$ cat src/rtl/mdpf_pkg.sv
// Shared types, frame constants and the CRC-16/XMODEM byte update for the duty framer.
package mdpf_pkg;

    localparam int unsigned BYTE_W   = 8;
    localparam int unsigned DUTY_W   = 16;
    localparam int unsigned CRC_W    = 16;
    localparam int unsigned POS_W    = 3;

    localparam logic [BYTE_W-1:0] CMD_SET_DUTY  = 8'd34;
    localparam logic [CRC_W-1:0]  CRC_POLY      = 16'h1021;
    localparam logic [CRC_W-1:0]  CRC_INIT      = 16'h0000;
    localparam logic [BYTE_W-1:0] ADDR_RESET    = 8'd128;

    // Byte positions within one frame, in transmit order
    localparam logic [POS_W-1:0] POS_ADDR     = 3'd0;
    localparam logic [POS_W-1:0] POS_CMD      = 3'd1;
    localparam logic [POS_W-1:0] POS_LEFT_HI  = 3'd2;
    localparam logic [POS_W-1:0] POS_LEFT_LO  = 3'd3;
    localparam logic [POS_W-1:0] POS_RIGHT_HI = 3'd4;
    localparam logic [POS_W-1:0] POS_RIGHT_LO = 3'd5;
    localparam logic [POS_W-1:0] POS_CRC_HI   = 3'd6;
    localparam logic [POS_W-1:0] POS_CRC_LO   = 3'd7;

    // One command waiting to be framed
    typedef struct packed {
        logic [BYTE_W-1:0] addr;
        logic [DUTY_W-1:0] left;
        logic [DUTY_W-1:0] right;
    } mdpf_item_t;

    // Fold one byte into the CRC, MSB first
    function automatic logic [CRC_W-1:0] crc_byte(input logic [CRC_W-1:0] crc_in,
                                                  input logic [BYTE_W-1:0] data);
        logic [CRC_W-1:0] crc;
        crc = crc_in ^ {data, {(CRC_W-BYTE_W){1'b0}}};
        for (int b = 0; b < BYTE_W; b++)
        begin
            if (crc[CRC_W-1])
            begin
                crc = {crc[CRC_W-2:0], 1'b0} ^ CRC_POLY;
            end
            else
            begin
                crc = {crc[CRC_W-2:0], 1'b0};
            end
        end
        return crc;
    endfunction

endpackage

$ cat src/rtl/mdpf_serializer.sv
// Frame serializer: walks the eight frame bytes, folds the CRC, drives the output register.
module mdpf_serializer
    import mdpf_pkg::*;
(
    input  logic              clk,
    input  logic              rst_n,
    input  logic              item_valid,
    input  mdpf_item_t        item,
    output logic              item_take,
    output logic              tx_valid,
    input  logic              tx_stall,
    output logic [BYTE_W-1:0] tx_byte,
    output logic              frame_end
);

    logic              busy_reg, busy_next;
    logic [POS_W-1:0]  pos_reg, pos_next;
    logic [CRC_W-1:0]  crc_reg, crc_next;
    mdpf_item_t        frm_reg, frm_next;
    logic              tx_valid_reg, tx_valid_next;
    logic [BYTE_W-1:0] tx_byte_reg, tx_byte_next;
    logic              frame_end_reg, frame_end_next;

    logic              advance;
    logic              finish;
    logic              load;
    logic [BYTE_W-1:0] cur_byte;

    // Move a beat into the output register when it is empty or being taken
    assign advance   = !tx_valid_reg || !tx_stall;
    assign finish    = busy_reg && advance && (pos_reg == POS_CRC_LO);
    assign load      = item_valid && (!busy_reg || finish);
    assign item_take = load;

    // Pick the byte for the current position
    always_comb
    begin
        case (pos_reg)
            POS_ADDR:     cur_byte = frm_reg.addr;
            POS_CMD:      cur_byte = CMD_SET_DUTY;
            POS_LEFT_HI:  cur_byte = frm_reg.left[DUTY_W-1 -: BYTE_W];
            POS_LEFT_LO:  cur_byte = frm_reg.left[BYTE_W-1:0];
            POS_RIGHT_HI: cur_byte = frm_reg.right[DUTY_W-1 -: BYTE_W];
            POS_RIGHT_LO: cur_byte = frm_reg.right[BYTE_W-1:0];
            POS_CRC_HI:   cur_byte = crc_reg[CRC_W-1 -: BYTE_W];
            POS_CRC_LO:   cur_byte = crc_reg[BYTE_W-1:0];
            default:      cur_byte = '0;
        endcase
    end

    // Advance position and CRC; load a new frame when idle or as the last byte leaves
    always_comb
    begin
        busy_next = busy_reg;
        pos_next  = pos_reg;
        crc_next  = crc_reg;
        frm_next  = frm_reg;
        if (load)
        begin
            busy_next = 1'b1;
            pos_next  = POS_ADDR;
            crc_next  = CRC_INIT;
            frm_next  = item;
        end
        else if (busy_reg && advance)
        begin
            pos_next = pos_reg + 1'b1;
            if (pos_reg == POS_CRC_LO)
            begin
                busy_next = 1'b0;
            end
            if (pos_reg < POS_CRC_HI)
            begin
                crc_next = crc_byte(crc_reg, cur_byte);
            end
        end
    end

    // Output register
    always_comb
    begin
        tx_valid_next  = tx_valid_reg;
        tx_byte_next   = tx_byte_reg;
        frame_end_next = frame_end_reg;
        if (advance)
        begin
            tx_valid_next  = busy_reg;
            tx_byte_next   = cur_byte;
            frame_end_next = (pos_reg == POS_CRC_LO);
        end
    end

    always_ff @(posedge clk or negedge rst_n)
    begin
        if (!rst_n)
        begin
            busy_reg     <= 1'b0;
            pos_reg      <= POS_ADDR;
            tx_valid_reg <= 1'b0;
        end
        else
        begin
            busy_reg     <= busy_next;
            pos_reg      <= pos_next;
            tx_valid_reg <= tx_valid_next;
        end
    end

    // Hold payload without reset
    always_ff @(posedge clk)
    begin
        crc_reg       <= crc_next;
        frm_reg       <= frm_next;
        tx_byte_reg   <= tx_byte_next;
        frame_end_reg <= frame_end_next;
    end

    assign tx_valid  = tx_valid_reg;
    assign tx_byte   = tx_byte_reg;
    assign frame_end = frame_end_reg;

endmodule

$ cat src/rtl/motor_duty_packet_framer.sv
// Top level of the motor duty packet framer: address register, command buffer, serializer.
//
// Usage:
//   cmd channel: one beat carries a left and right signed 16-bit duty value.
//   tx channel : each command yields eight byte beats in transmit order:
//                address, command 34, left hi/lo, right hi/lo, CRC hi/lo.
//                frame_end marks the CRC low byte. The CRC is CRC-16/XMODEM.
//   cfg channel: cfg_data writes the device address; cfg_ready is always high.
//                Write it only while no frame is pending.
// Path: a command passes through the command buffer, the serializer frame
//   registers and the output register before its first byte reaches tx.
// Overlap: a one-entry command buffer takes the next command while the
//   current frame is still going out, so frames follow with no gap while
//   tx_stall is low.
// Reset: the address returns to 128, the buffer and serializer empty.
// Stall: a high tx_stall holds the output byte; once the buffer is full,
//   cmd_stall stays high until the serializer takes the buffered command.
module motor_duty_packet_framer
    import mdpf_pkg::*;
(
    input  logic                     clk,
    input  logic                     rst_n,
    input  logic                     cmd_valid,
    output logic                     cmd_stall,
    input  logic signed [DUTY_W-1:0] left_duty,
    input  logic signed [DUTY_W-1:0] right_duty,
    output logic                     tx_valid,
    input  logic                     tx_stall,
    output logic        [BYTE_W-1:0] tx_byte,
    output logic                     frame_end,
    input  logic                     cfg_valid,
    output logic                     cfg_ready,
    input  logic        [BYTE_W-1:0] cfg_data
);

    logic [BYTE_W-1:0] addr_reg, addr_next;
    logic              hold_valid_reg, hold_valid_next;
    logic [DUTY_W-1:0] hold_left_reg, hold_left_next;
    logic [DUTY_W-1:0] hold_right_reg, hold_right_next;

    logic              cmd_accept;
    logic              item_take;
    mdpf_item_t        item;

    // Configuration write
    assign cfg_ready = 1'b1;

    always_comb
    begin
        addr_next = addr_reg;
        if (cfg_valid && cfg_ready)
        begin
            addr_next = cfg_data;
        end
    end

    // Command buffer: fill on accept, drain when the serializer takes it
    assign cmd_stall  = hold_valid_reg;
    assign cmd_accept = cmd_valid && !cmd_stall;

    always_comb
    begin
        hold_valid_next = hold_valid_reg;
        hold_left_next  = hold_left_reg;
        hold_right_next = hold_right_reg;
        if (cmd_accept)
        begin
            hold_valid_next = 1'b1;
            hold_left_next  = left_duty;
            hold_right_next = right_duty;
        end
        else if (item_take)
        begin
            hold_valid_next = 1'b0;
        end
    end

    always_ff @(posedge clk or negedge rst_n)
    begin
        if (!rst_n)
        begin
            addr_reg       <= ADDR_RESET;
            hold_valid_reg <= 1'b0;
        end
        else
        begin
            addr_reg       <= addr_next;
            hold_valid_reg <= hold_valid_next;
        end
    end

    always_ff @(posedge clk)
    begin
        hold_left_reg  <= hold_left_next;
        hold_right_reg <= hold_right_next;
    end

    assign item.addr  = addr_reg;
    assign item.left  = hold_left_reg;
    assign item.right = hold_right_reg;

    mdpf_serializer u_serializer (
        .clk        (clk),
        .rst_n      (rst_n),
        .item_valid (hold_valid_reg),
        .item       (item),
        .item_take  (item_take),
        .tx_valid   (tx_valid),
        .tx_stall   (tx_stall),
        .tx_byte    (tx_byte),
        .frame_end  (frame_end)
    );

endmodule

$ cat config.mk
export PLATFORM = sky130hd
export DESIGN_NAME = motor_duty_packet_framer
export DESIGN_NICKNAME = d
export VERILOG_FILES = /design/src/rtl/mdpf_pkg.sv /design/src/rtl/mdpf_serializer.sv /design/src/rtl/motor_duty_packet_framer.sv
export SDC_FILE = /design/constraint.sdc
export NUM_CORES = 1
export LEC_CHECK = 0
export ABC_CLOCK_PERIOD_IN_PS = 7800
export BUFFER_PORTS_ARGS = -buffer_cell sky130_fd_sc_hd__buf_4
export CELL_PAD_IN_SITES_DETAIL_PLACEMENT = 0
export CELL_PAD_IN_SITES_GLOBAL_PLACEMENT = 1
export CORE_MARGIN = 5
export CORE_UTILIZATION = 33
export CTS_CLUSTER_DIAMETER = 80
export DETAILED_ROUTE_END_ITERATION = 7
export PLACE_DENSITY = 0.6
export REMOVE_ABC_BUFFERS = 1
export SYNTH_ARGS = -nofsm -noshare
export SYNTH_HDL_FRONTEND = slang
export SYNTH_SLANG_ARGS = --single-unit
$ cat constraint.sdc
create_clock -name clk -period 7.8 [get_ports clk]
set_input_delay 0.39 -clock clk [delete_from_list [all_inputs] [get_ports clk]]
set_output_delay 0.39 -clock clk [all_outputs]
set_load 0.005 [all_outputs]
==> flow_summary.toml, run 1 <==
[drt]
postRouteWirelength_mm = 8.97
routed_wire_length_per_instance_um = 16.4
drc_errors = 0
detailroute.via_count = 2550
initialDrtViolationCount = 172
via_per_inst = 4.66
drtPass1Iterations = 4
detail-route-antenna-nets = 0

[cts]
cts_max_level = 3
cts_max_path_buffers = 2
tritoncts_buffer_count = 9
tritoncts_clock_tree = "built"
cts.sink_count = 111
clkTransAtPathRegs_ps = 70
clock-root-buffer = "sky130_fd_sc_hd__clkbuf_16"
clock_insertion_delay_worst_skew_ps = 350

[yosys]
synth-main-ff-cell = "sky130_fd_sc_hd__edfxtp_1"
post_synth_fa_ha_maj_area_fraction_pct = 1.67
post_synth_and_or_nand_nor_area_fraction_pct = 7.45
synth.avg_cell_area_um2 = 14.3
post_synth_mux_area_share_pct = 2.67
yosysWarningCount = 0
synth_top_cells_by_area = "sky130_fd_sc_hd__edfxtp_1 54%, sky130_fd_sc_hd__dfrtp_1 7.2%, sky130_fd_sc_hd__dfxtp_1 7.1%"
synth_sequential_area_ratio_pct = 69.0
number_of_standard_cells_after_synthesis = 314
netlist-cell-type-count = 53
yosys_register_bits = 111
post-synth-top-area-cell = "sky130_fd_sc_hd__edfxtp_1"
synth_compound_gate_area_share_pct = 11.4
synth_top_family_by_area = "compound AO/OA/AOI/OAI gates"
synth-xor-area-share_pct = 5.20
synthArstFlopShare_pct = 12.6
synth-edff-count = 81
yosysTopAreaCellShare_pct = 54.1
synthesis.area_um2 = 4500

[place]
routabilityCongestion = 0.791
number_of_i_o_port_buffers = 55
estimated_wirelength_of_the_detail_placed_design_mm = 6.35
pre_cts_ws_ps = 4890

[die]
die_width_um = 127
initial_utilization_pct = 33.8
die-area_um2 = 16100
die_y_um = 127
ios = 57
placementRows = 42
floorplan.core_area_um2 = 13300

[power_and_ir_drop]
power.ir.vdd_worst_mv = 0.226
power.density_nw_per_um2 = 436
leakage_component_of_the_power_nw = 1.93

[worst_setup_path]
timing.critical_path.required_ps = 8050
critical_path_peak_fanout = 48
worst_setup_path_start_kind = "flip-flop"
worst_setup_path_end_kind = "flip-flop"
r2r_slack_ps = 4910
criticalPathCategory = "reg -> reg"
worst_path_arrival_ps = 3140

[sta]
fin_crit_ps = 2890
slew_violations = 0
number_of_failing_setup_endpoints_in_the_final_timing_report = 0
finalHoldViolCount = 0
setup_total_negative_slack_ps = 0
setup_repair_after_global_routing_missed_its_margin = "false"
finClkSkew_ps = 8.35
fmaxAchievable_ghz = 0.346
final.setup.worst_slack_ps = 4910
max-slew-margin-rel_pct = 35.1
timing.final.crit_share_pct = 37.0
tightest_slew_ps = 971

[final_layout]
synthToLayoutAreaGrowth_pct = 18.7
num-fill-cells = 1262
antenna_cells_inserted = 0
layout.cells.most_common_list = "81 x sky130_fd_sc_hd__edfxtp_1, 56 x sky130_fd_sc_hd__buf_4, 27 x sky130_fd_sc_hd__nand2_1"
final_nets = 417
largest_reg_flops = 40
layout.cells.most_common = "sky130_fd_sc_hd__edfxtp_1"
final_layout_size_suffix_gt1_share_pct = 25.9

[global_routing]
grt_first_pass_wirelength_mm = 14.3
grt_pass1_vias = 2624
globalRouteOverflowTotal = 0
antenna_violations_before_repair = 0
grt_util_all_layers_pct = 11.8
largest_net_degree_at_the_start_of_global_routing = 49

[min_path]
hp-class = "in -> reg"

[job]
max-cap-violations = 0

[outcome]
outcome = "complete, no violations"
==> layer usage <==
metal,global-route usage [%],wire length [µm],share of wire [%],up-vias
li1,-,-,-,1267
met1,14.8,3980,44,1223
met2,19.6,4480,50,52
met3,4.08,404,4.5,8
met4,3.41,112,1.2,0
met5,0,0,0,-
==> synthesized netlist by cell type (2+ instances only) <==
library cell                number
sky130_fd_sc_hd__a211oi_1        6
sky130_fd_sc_hd__a22o_1          2
sky130_fd_sc_hd__and2_1          2
sky130_fd_sc_hd__edfxtp_1       81
sky130_fd_sc_hd__nand3_1         6
sky130_fd_sc_hd__a2bb2oi_1       4
sky130_fd_sc_hd__a22oi_1        10
sky130_fd_sc_hd__mux2i_1         3
sky130_fd_sc_hd__nor2_1         23
sky130_fd_sc_hd__dfrtp_1        13
sky130_fd_sc_hd__nand2b_1        2
sky130_fd_sc_hd__o22ai_1         2
sky130_fd_sc_hd__a21oi_1        13
sky130_fd_sc_hd__a31o_2          4
sky130_fd_sc_hd__a31oi_1         3
sky130_fd_sc_hd__a221o_1         2
sky130_fd_sc_hd__inv_1           6
sky130_fd_sc_hd__buf_2           3
sky130_fd_sc_hd__xor2_1          4
sky130_fd_sc_hd__clkbuf_1        7
sky130_fd_sc_hd__xnor2_1        14
sky130_fd_sc_hd__nor3b_1         2
sky130_fd_sc_hd__ha_1            6
sky130_fd_sc_hd__nor3_1          2
sky130_fd_sc_hd__o21ai_0         6
sky130_fd_sc_hd__nor2b_1         2
sky130_fd_sc_hd__dfxtp_1        16
sky130_fd_sc_hd__and3_1          3
sky130_fd_sc_hd__xnor2_2         2
sky130_fd_sc_hd__a221oi_1        2
sky130_fd_sc_hd__mux2_2          8
sky130_fd_sc_hd__buf_1           2
sky130_fd_sc_hd__nand2_1        27
sky130_fd_sc_hd__or2_2           3
sky130_fd_sc_hd__a32oi_1         3
sky130_fd_sc_hd__buf_6           3
==> logic make-up (layout without fill, tap and decap cells) <==
kind of cell | Yosys count | in the layout
fa+ha+maj | 6 | 6
buf+inv | 22 | 79
mux | 11 | 11
simple gates | 74 | 74
compound gates | 67 | 67
other cells | 1 | 1
flops | 111 | 111
xor+xnor | 22 | 22
==> final timing paths <==
check	end	depth (start not counted)	start
max	u_serializer.crc_reg[13]	8	u_serializer.pos_reg[2]
min	hold_right_reg[6]	1	right_duty[6]
max reg2reg	u_serializer.crc_reg[13]	8	u_serializer.pos_reg[2]
min reg2reg	u_serializer.frm_reg[12]	0	hold_right_reg[12]
max in group asynchronous	addr_reg[7]	2	rst_n
min in group asynchronous	addr_reg[1]	2	rst_n
==> stage by stage <==
step	total power (W)	hold WS (ps)	util [%]	instance area, µm²	cells
final	0.00233	209	40.2	5340	547
after global routing	0.00250	188	40.2	5340	547
after CTS	0.00236	187	40.2	5340	547
after detailed placement	0.00193	258	38.0	5060	530
after global placement	0.00192	256	38.0	5060	530
after floorplan	0.00167	94.4	-	4410	298
==> area by class of cell <==
class	count	area (µm²)	area share [%]
Clock inverter	6	43.8	0.820
Clock buffer	10	229	4.29
Timing Repair Buffer	57	430	8.06
Tap cell	176	220	4.12
Sequential cell	111	3100	58.1
Multi-Input combinational cell	181	1290	24.2
Inverter	6	22.5	0.422
==> power by group <==
| part | leakage (nW) | internal (W) | switching [W] |
|---|---|---|---|
| logic | 0.764 | 0.000458 | 0.000521 |
| clock network | 0.130 | 0.000219 | 0.000206 |
| registers | 1.04 | 0.000813 | 0.000113 |
| total | 1.93 | 0.00149 | 0.000840 |
==> what timing repair did <==
action	CTS	global route
hold buffers	1	0
hold endpoints to repair	13	0
buffers inserted	0	0
gates resized for setup	0	0
==> critical path: stages (launching register included) <==
cell and delay, ps:
sky130_fd_sc_hd__dfrtp_1 680, sky130_fd_sc_hd__ha_1 570, sky130_fd_sc_hd__nand2_1 130, sky130_fd_sc_hd__nand2_1 120, sky130_fd_sc_hd__nand2_1 210, sky130_fd_sc_hd__clkinv_1 200
sky130_fd_sc_hd__buf_4 510, sky130_fd_sc_hd__nor2_1 80, sky130_fd_sc_hd__a31o_2 260
(Power assumes the default switching activity.)
==> inputs of run 2 (changes only) <==
Settings changed: ABC_AREA set to 1, ABC_CLOCK_PERIOD_IN_PS 7800 to 3000, PLACE_DENSITY 0.6 to 0.62.
Clock period 7.8 ns to 3 ns, I/O delays scaled along.
==> run 2 against run 1 <==
Compared with the run above:
- sequential share of layout area down 6.8 points
- worst setup slack got worse by 4400 ps
- register-to-register slack worse by 4400 ps
- flip-flop and latch count stayed put
- die area grew 7.0%
- count of clock-buffer cells in the layout up 1
- synthesized cell count rose by 44%
- non-clock buffer count up 36
- combinational power is 130% higher
- global-route usage decreased by 0.061 points
- largest cell class unchanged
- highest routed layer unchanged
==> flow_summary.toml, run 2 <==
[place]
routabilityCongestion = 0.793
estimated_wirelength_of_the_detail_placed_design_mm = 7.02
number_of_i_o_port_buffers = 55
place_inst = 680
dpl_cell_area_um2 = 5440

[global_routing]
grt_first_pass_wirelength_mm = 16.1
grt_util_all_layers_pct = 11.8
busiest_layer_in_global_routing = "met2"
globalRouteOverflowTotal = 0
antenna_violations_before_repair = 0
grt_pass1_vias = 3224
met2_usage_pct = 19.1
grtUsageMet3_pct = 2.29
global_route.usage.met1_pct = 15.1
largest_net_degree_at_the_start_of_global_routing = 37

[sta]
setup_repair_after_global_routing_missed_its_margin = "false"
number_of_failing_setup_endpoints_in_the_final_timing_report = 0
fin_crit_ps = 2440
finalHoldViolCount = 0
max-slew-margin-rel_pct = 59.7
timing.final.crit_share_pct = 81.3
tightest_slew_ps = 604
slew_violations = 0
fmaxAchievable_ghz = 0.410
finClkSkew_ps = 8.33

[yosys]
ys_top_cells_by_count = "92 x sky130_fd_sc_hd__nand2_1, 81 x sky130_fd_sc_hd__edfxtp_1, 66 x sky130_fd_sc_hd__nand3_1, 55 x sky130_fd_sc_hd__inv_1, 22 x sky130_fd_sc_hd__nand2_2"
netlist-cell-type-count = 35
synth_top_cells_by_area = "sky130_fd_sc_hd__edfxtp_1 50%, sky130_fd_sc_hd__nand2_1 7.1%, sky130_fd_sc_hd__nand3_1 6.8%"
synth.avg_cell_area_um2 = 10.7
synth-edff-count = 81
yosysMostFrequentCell = "sky130_fd_sc_hd__nand2_1"
synthArstFlopShare_pct = 12.6
number_of_standard_cells_after_synthesis = 451
yosysTopAreaCellShare_pct = 50.2
synthesis.area_um2 = 4840
synth_sequential_area_ratio_pct = 64.1
yosys_register_bits = 111
synth-main-ff-cell = "sky130_fd_sc_hd__edfxtp_1"
post-synth-top-area-cell = "sky130_fd_sc_hd__edfxtp_1"
yosysWarningCount = 0

[die]
floorplan.core_area_um2 = 14500
placementRows = 44
initial_utilization_pct = 33.4
die_y_um = 131
die_width_um = 131
die-area_um2 = 17200
ios = 57

[drt]
via_per_inst = 4.43
detail-route-antenna-nets = 0
drtPass1Iterations = 4
routed_wire_length_per_instance_um = 13.4
detailroute.via_count = 3226
postRouteWirelength_mm = 9.74
drc_errors = 0
initialDrtViolationCount = 212

[power_and_ir_drop]
power.ir.vdd_worst_mv = 0.329
totalPowerFinal_w = 0.00557
leakage_component_of_the_power_nw = 2.61
power.density_nw_per_um2 = 921

[final_layout]
antenna_cells_inserted = 0
multi_input_area_um2 = 1420
layout.cells.most_common = "sky130_fd_sc_hd__nand2_1"
synthToLayoutAreaGrowth_pct = 24.8
largest_reg_flops = 40
postLayoutCellArea_um2 = 6040
layoutNonFillerInstCount = 729
ff_latch_area_um2 = 3100
final_layout_size_suffix_gt1_share_pct = 22.6
num-fill-cells = 1374
layout.cells.most_common_list = "92 x sky130_fd_sc_hd__nand2_1, 81 x sky130_fd_sc_hd__edfxtp_1, 66 x sky130_fd_sc_hd__nand3_1"
final_nets = 591

[cts]
cts_max_level = 3
clock_insertion_delay_worst_skew_ps = 350
cts_post_setup_buffers_inserted = 0
tritoncts_buffer_count = 9
clock-root-buffer = "sky130_fd_sc_hd__clkbuf_16"
cts.sink_count = 111
cts_max_path_buffers = 2
clkTransAtPathRegs_ps = 70
tritoncts_clock_tree = "built"

[worst_setup_path]
criticalPathCategory = "reg -> reg"
rr_startpoint = "u_serializer.pos_reg[2]"
rr_endpoint = "u_serializer.pos_reg[1]"
reg2reg_depth = 8
critical_path_peak_fanout = 20
cp_cell_sequence = "ha_1, a21oi_1, nor2_4, inv_1, nand2_1, nor2_1, a31oi_1, inv_1"
cp_common_cell = "sky130_fd_sc_hd__inv_1"
worst_setup_path_start_kind = "flip-flop"
timing.critical_path.slowest_cell_delay_ps = 640
worst_setup_path_end_kind = "flip-flop"
critical_path.n_buffers_inverters = 2
worst_path_arrival_ps = 2680
crit_family = "flip-flops"
r2r_slack_ps = 560
timing.critical_path.required_ps = 3240
worst_path_max_delay_cell = "sky130_fd_sc_hd__dfrtp_1"

[job]
max-cap-violations = 0

[outcome]
outcome = "complete, no violations"

[min_path]
hp-class = "in -> reg"
min_path_cells = 2
endpoint_of_the_worst_hold_timing_path = "addr_reg[6]"
worstHoldStart = "cfg_data[6]"
run 2: changes by cell type after synthesis, moves of 10 or more:
| cell | before | now |
|---|---|---|
| sky130_fd_sc_hd__nand2_1 | 27 | 92 |
| sky130_fd_sc_hd__nand3_1 | 6 | 66 |
| sky130_fd_sc_hd__inv_1 | 6 | 55 |
| sky130_fd_sc_hd__nand2_2 | 0 | 22 |
| sky130_fd_sc_hd__xnor2_1 | 14 | 0 |
| sky130_fd_sc_hd__o21ai_0 | 6 | 19 |
| sky130_fd_sc_hd__a21oi_1 | 13 | 2 |
| sky130_fd_sc_hd__a22oi_1 | 10 | 0 |
run 2: worst max-delay path by stage:
stage	start	to	slack, ps	cells past startpoint
4_1_cts	u_serializer.pos_reg[2]	u_serializer.pos_reg[1]	560	8
2_1_floorplan	u_serializer.pos_reg[2]	u_serializer.pos_reg[1]	-1220	8
3_3_place_gp	u_serializer.pos_reg[2]	u_serializer.pos_reg[1]	670	8
6_report	u_serializer.pos_reg[2]	u_serializer.pos_reg[1]	560	8
5_1_grt	u_serializer.pos_reg[2]	u_serializer.pos_reg[1]	300	8
3_5_place_dp	u_serializer.pos_reg[2]	u_serializer.pos_reg[1]	590	8
run 2: power by group:
| group | leakage (nW) | total (W) | switching (W) | internal (W) |
|---|---|---|---|---|
| clock | 0.120 | 0.00110 | 0.000532 | 0.000564 |
| sequential | 1.03 | 0.00217 | 0.000218 | 0.00196 |
| combinational | 1.46 | 0.00230 | 0.00145 | 0.000845 |
run 2: logic make-up after synthesis:
family | Yosys count | share of synthesized area, %
compound gates | 32 | 3.83
buf+inv | 74 | 6.69
xor+xnor | 3 | 0.543
other cells | 1 | 0.0775
mux | 8 | 1.86
fa+ha+maj | 6 | 1.55
simple gates | 216 | 21.3
flops | 111 | 64.1
run 2: area by class of cell:
cell class | count | area share (%)
repair buffers | 93 | 13.1
well taps | 184 | 3.81
flip-flops and latches | 111 | 51.4
clock buffers | 11 | 3.85
inverters | 59 | 3.71
clock inverters | 5 | 0.580
multi-input cells | 266 | 23.5
run 2: per-layer routing:
metal,routed length [µm],vias up,share of wire [%]
met5,0,-,0
met4,250,0,2.6
met3,427,16,4.4
met2,4600,69,47
met1,4460,1475,46
li1,-,1666,-
run 2: per-stage QoR:
step	TNS (ps)	util (%)	worst slack [ps]	hold WS, ps
finish	0	41.7	560	29.0
global route	0	41.7	299	28.8
CTS	0	41.7	564	17.5
detailed placement	0	37.6	589	33.3
global placement	0	37.6	674	26.4
floorplan	-39620	-	-1220	-146
run 2: repair_timing:
| item | 4_1_cts | 5_1_grt |
|---|---|---|
| hold endpoints to repair | 46 | 0 |
| resized for setup | 0 | 0 |
| hold buffers | 33 | 0 |
==> inputs of run 3 (changes only) <==
Settings changed: ABC_CLOCK_PERIOD_IN_PS 3000 to 2300.
Clock period 3 ns to 2.3 ns, I/O delays scaled along.
==> run 3 against run 2 <==
Compared with the run above:
- clock skew grew 1.5 ps
- via count increased by 1.6%
- critical endpoint is now u_serializer.crc_reg[6]
- count of clock-buffer cells in the layout unchanged
- non-clock buffer count up 14
- largest cell class unchanged
- die area unchanged
- worst hold slack improved by 37 ps
- sequential share of layout area is 1.4 points lower
- critical path depth is 8 higher
- first-iteration DRC count decreased by 30%
- combinational power up 34%
==> flow_summary.toml, run 3 (same netlist as run 2, synthesis figures left out) <==
[drt]
detailroute.via_count = 3277
via_per_inst = 4.41
initialDrtViolationCount = 149
routed_wire_length_per_instance_um = 13.3
drc_errors = 0
detail-route-antenna-nets = 0
postRouteWirelength_mm = 9.88
drtPass1Iterations = 4

[power_and_ir_drop]
combinationalPowerShare_pct = 41.5
power.ir.vdd_worst_mv = 0.482
switching_part_of_the_total_pct = 38.5
cellInternalPower_w = 0.00457
clock_power_share_pct = 20.4
switchingPower_w = 0.00286
leakage_component_of_the_power_nw = 2.69
sequentialPowerShare_pct = 38.1
power.density_nw_per_um2 = 1190

[job]
max-cap-violations = 0

[cts]
cts_max_path_buffers = 2
cts.sink_count = 111
cts_max_level = 3
clock-root-buffer = "sky130_fd_sc_hd__clkbuf_16"
tritoncts_buffer_count = 9
clkTransAtPathRegs_ps = 70
tritoncts_clock_tree = "built"
clock_insertion_delay_worst_skew_ps = 350

[min_path]
hp-class = "in -> reg"
min_path_cells = 3

[die]
placementRows = 44
die_width_um = 131
die-area_um2 = 17200
ios = 57
floorplan.core_area_um2 = 14500
die_y_um = 131
initial_utilization_pct = 33.4

[sta]
tightest_slew_ps = 549
max-slew-margin-rel_pct = 63.4
number_of_failing_setup_endpoints_in_the_final_timing_report = 0
finalHoldViolCount = 0
fmaxAchievable_ghz = 0.484
timing.final.crit_share_pct = 89.8
fin_worst_hold_slack_ps = 66.2
setup_repair_after_global_routing_missed_its_margin = "false"
finClkSkew_ps = 9.83
fin_crit_ps = 2070
final.setup.worst_slack_ps = 233
slew_violations = 0

[global_routing]
antenna_violations_before_repair = 0
largest_net_degree_at_the_start_of_global_routing = 42
grt_pass1_vias = 3288
globalRouteOverflowTotal = 0
grt_util_all_layers_pct = 12.0
grt_first_pass_wirelength_mm = 16.5

[final_layout]
layoutNonFillerInstCount = 743
layout.cells.most_common = "sky130_fd_sc_hd__nand2_1"
antenna_cells_inserted = 0
num-fill-cells = 1357
synthToLayoutAreaGrowth_pct = 28.5
largest_reg_flops = 40
final_layout_size_suffix_gt1_share_pct = 25.0
layout.cells.most_common_list = "88 x sky130_fd_sc_hd__nand2_1, 81 x sky130_fd_sc_hd__edfxtp_1, 66 x sky130_fd_sc_hd__nand3_1"
final_nets = 605

[place]
place_inst = 685
estimated_wirelength_of_the_detail_placed_design_mm = 7.06
number_of_i_o_port_buffers = 55
routabilityCongestion = 0.790
pre_cts_ws_ps = 69.7

[outcome]
outcome = "complete, no violations"

[worst_setup_path]
crit_family = "simple AND/OR/NAND/NOR gates"
path_depth = 16
worst_path_arrival_ps = 2320
worst_path_max_delay_cell = "sky130_fd_sc_hd__dfrtp_2"
timing.critical_path.slowest_cell_delay_ps = 450
cp_cell_sequence = "inv_1, ha_2, buf_4, nand3_1, nand2_1, nor2_1, nand2_1, nand2_2, nand2_1, nand2_1, nand2_2, nand2_2, nand2_1, nand3_1, nand2_1, inv_1"
worst_setup_path_end_kind = "flip-flop"
critical_path.n_buffers_inverters = 3
critical_path_peak_fanout = 9
timing.critical_path.required_ps = 2550
worst_setup_path_start_kind = "flip-flop"
reg2reg_depth = 16
criticalPathCategory = "reg -> reg"
cp_common_cell = "sky130_fd_sc_hd__nand2_1"
run 3: changes by cell type in the layout (fill, tap and decap cells not counted), moves of 3 or more:
cell	delta
sky130_fd_sc_hd__dlygate4sd3_1	+8
sky130_fd_sc_hd__nand2_2	+3
sky130_fd_sc_hd__nand2_1	-4
sky130_fd_sc_hd__ha_2	+4
sky130_fd_sc_hd__ha_1	-4
sky130_fd_sc_hd__buf_4	+6
run 3: routing by layer:
metal | vias to the layer above | wire length (µm) | GRT usage (%)
met4 | 0 | 133 | 4.85
met3 | 9 | 309 | 2.29
met5 | - | 0 | 0
li1 | 1690 | - | -
met1 | 1525 | 4480 | 15.3
met2 | 53 | 4960 | 20.1
run 3: final cells by class:
cell class / instances / area (µm²) / share of cell area (%)
tap: 184 / 230 / 3.70
inverter: 59 / 224 / 3.60
timing repair buffer: 107 / 918 / 14.8
clock inverter: 5 / 58.8 / 0.945
clock buffer: 11 / 233 / 3.74
sequential: 111 / 3110 / 49.9
multi-input combinational: 266 / 1450 / 23.3
run 3: worst paths after layout:
path | startpoint | end | slack [ps]
max | u_serializer.pos_reg[1] | u_serializer.crc_reg[6] | 230
min | cmd_valid | cmd_stall | 70
max reg2reg | u_serializer.pos_reg[1] | u_serializer.crc_reg[6] | 230
min reg2reg | hold_left_reg[3] | u_serializer.frm_reg[19] | 420
max in group asynchronous | rst_n | addr_reg[7] | 1870
min in group asynchronous | rst_n | u_serializer.busy_reg | 180
run 3: worst min-delay path, stage by stage:
cell                      delay [ps]
sky130_fd_sc_hd__buf_4           110
sky130_fd_sc_hd__inv_1            80
sky130_fd_sc_hd__a21oi_1          70
run 3: metrics by stage:
stage	utilization (%)	TNS, ps	total power (W)	instance area, µm²
after floorplan	-	-81620	0.00495	4740
after global placement	37.9	0	0.00581	5480
after detailed placement	37.9	0	0.00585	5480
after CTS	42.7	0	0.00746	6180
after global routing	43.0	0	0.00808	6220
final	43.0	0	0.00743	6220
run 3: repair_timing:
item	CTS	global route
hold buffers	41	0
setup buffers	0	1
setup endpoints to repair	0	52
endpoints found under the hold margin	54	0
gates resized for setup	0	11
run 3: power groups by stage:
stage	combinational (W)	sequential (W)	clock, W
finish	0.00308	0.00283	0.00152
detailed placement	0.00298	0.00287	0
global placement	0.00295	0.00287	0
floorplan	0.00213	0.00282	0
global route	0.00357	0.00287	0.00164
CTS	0.00305	0.00283	0.00158
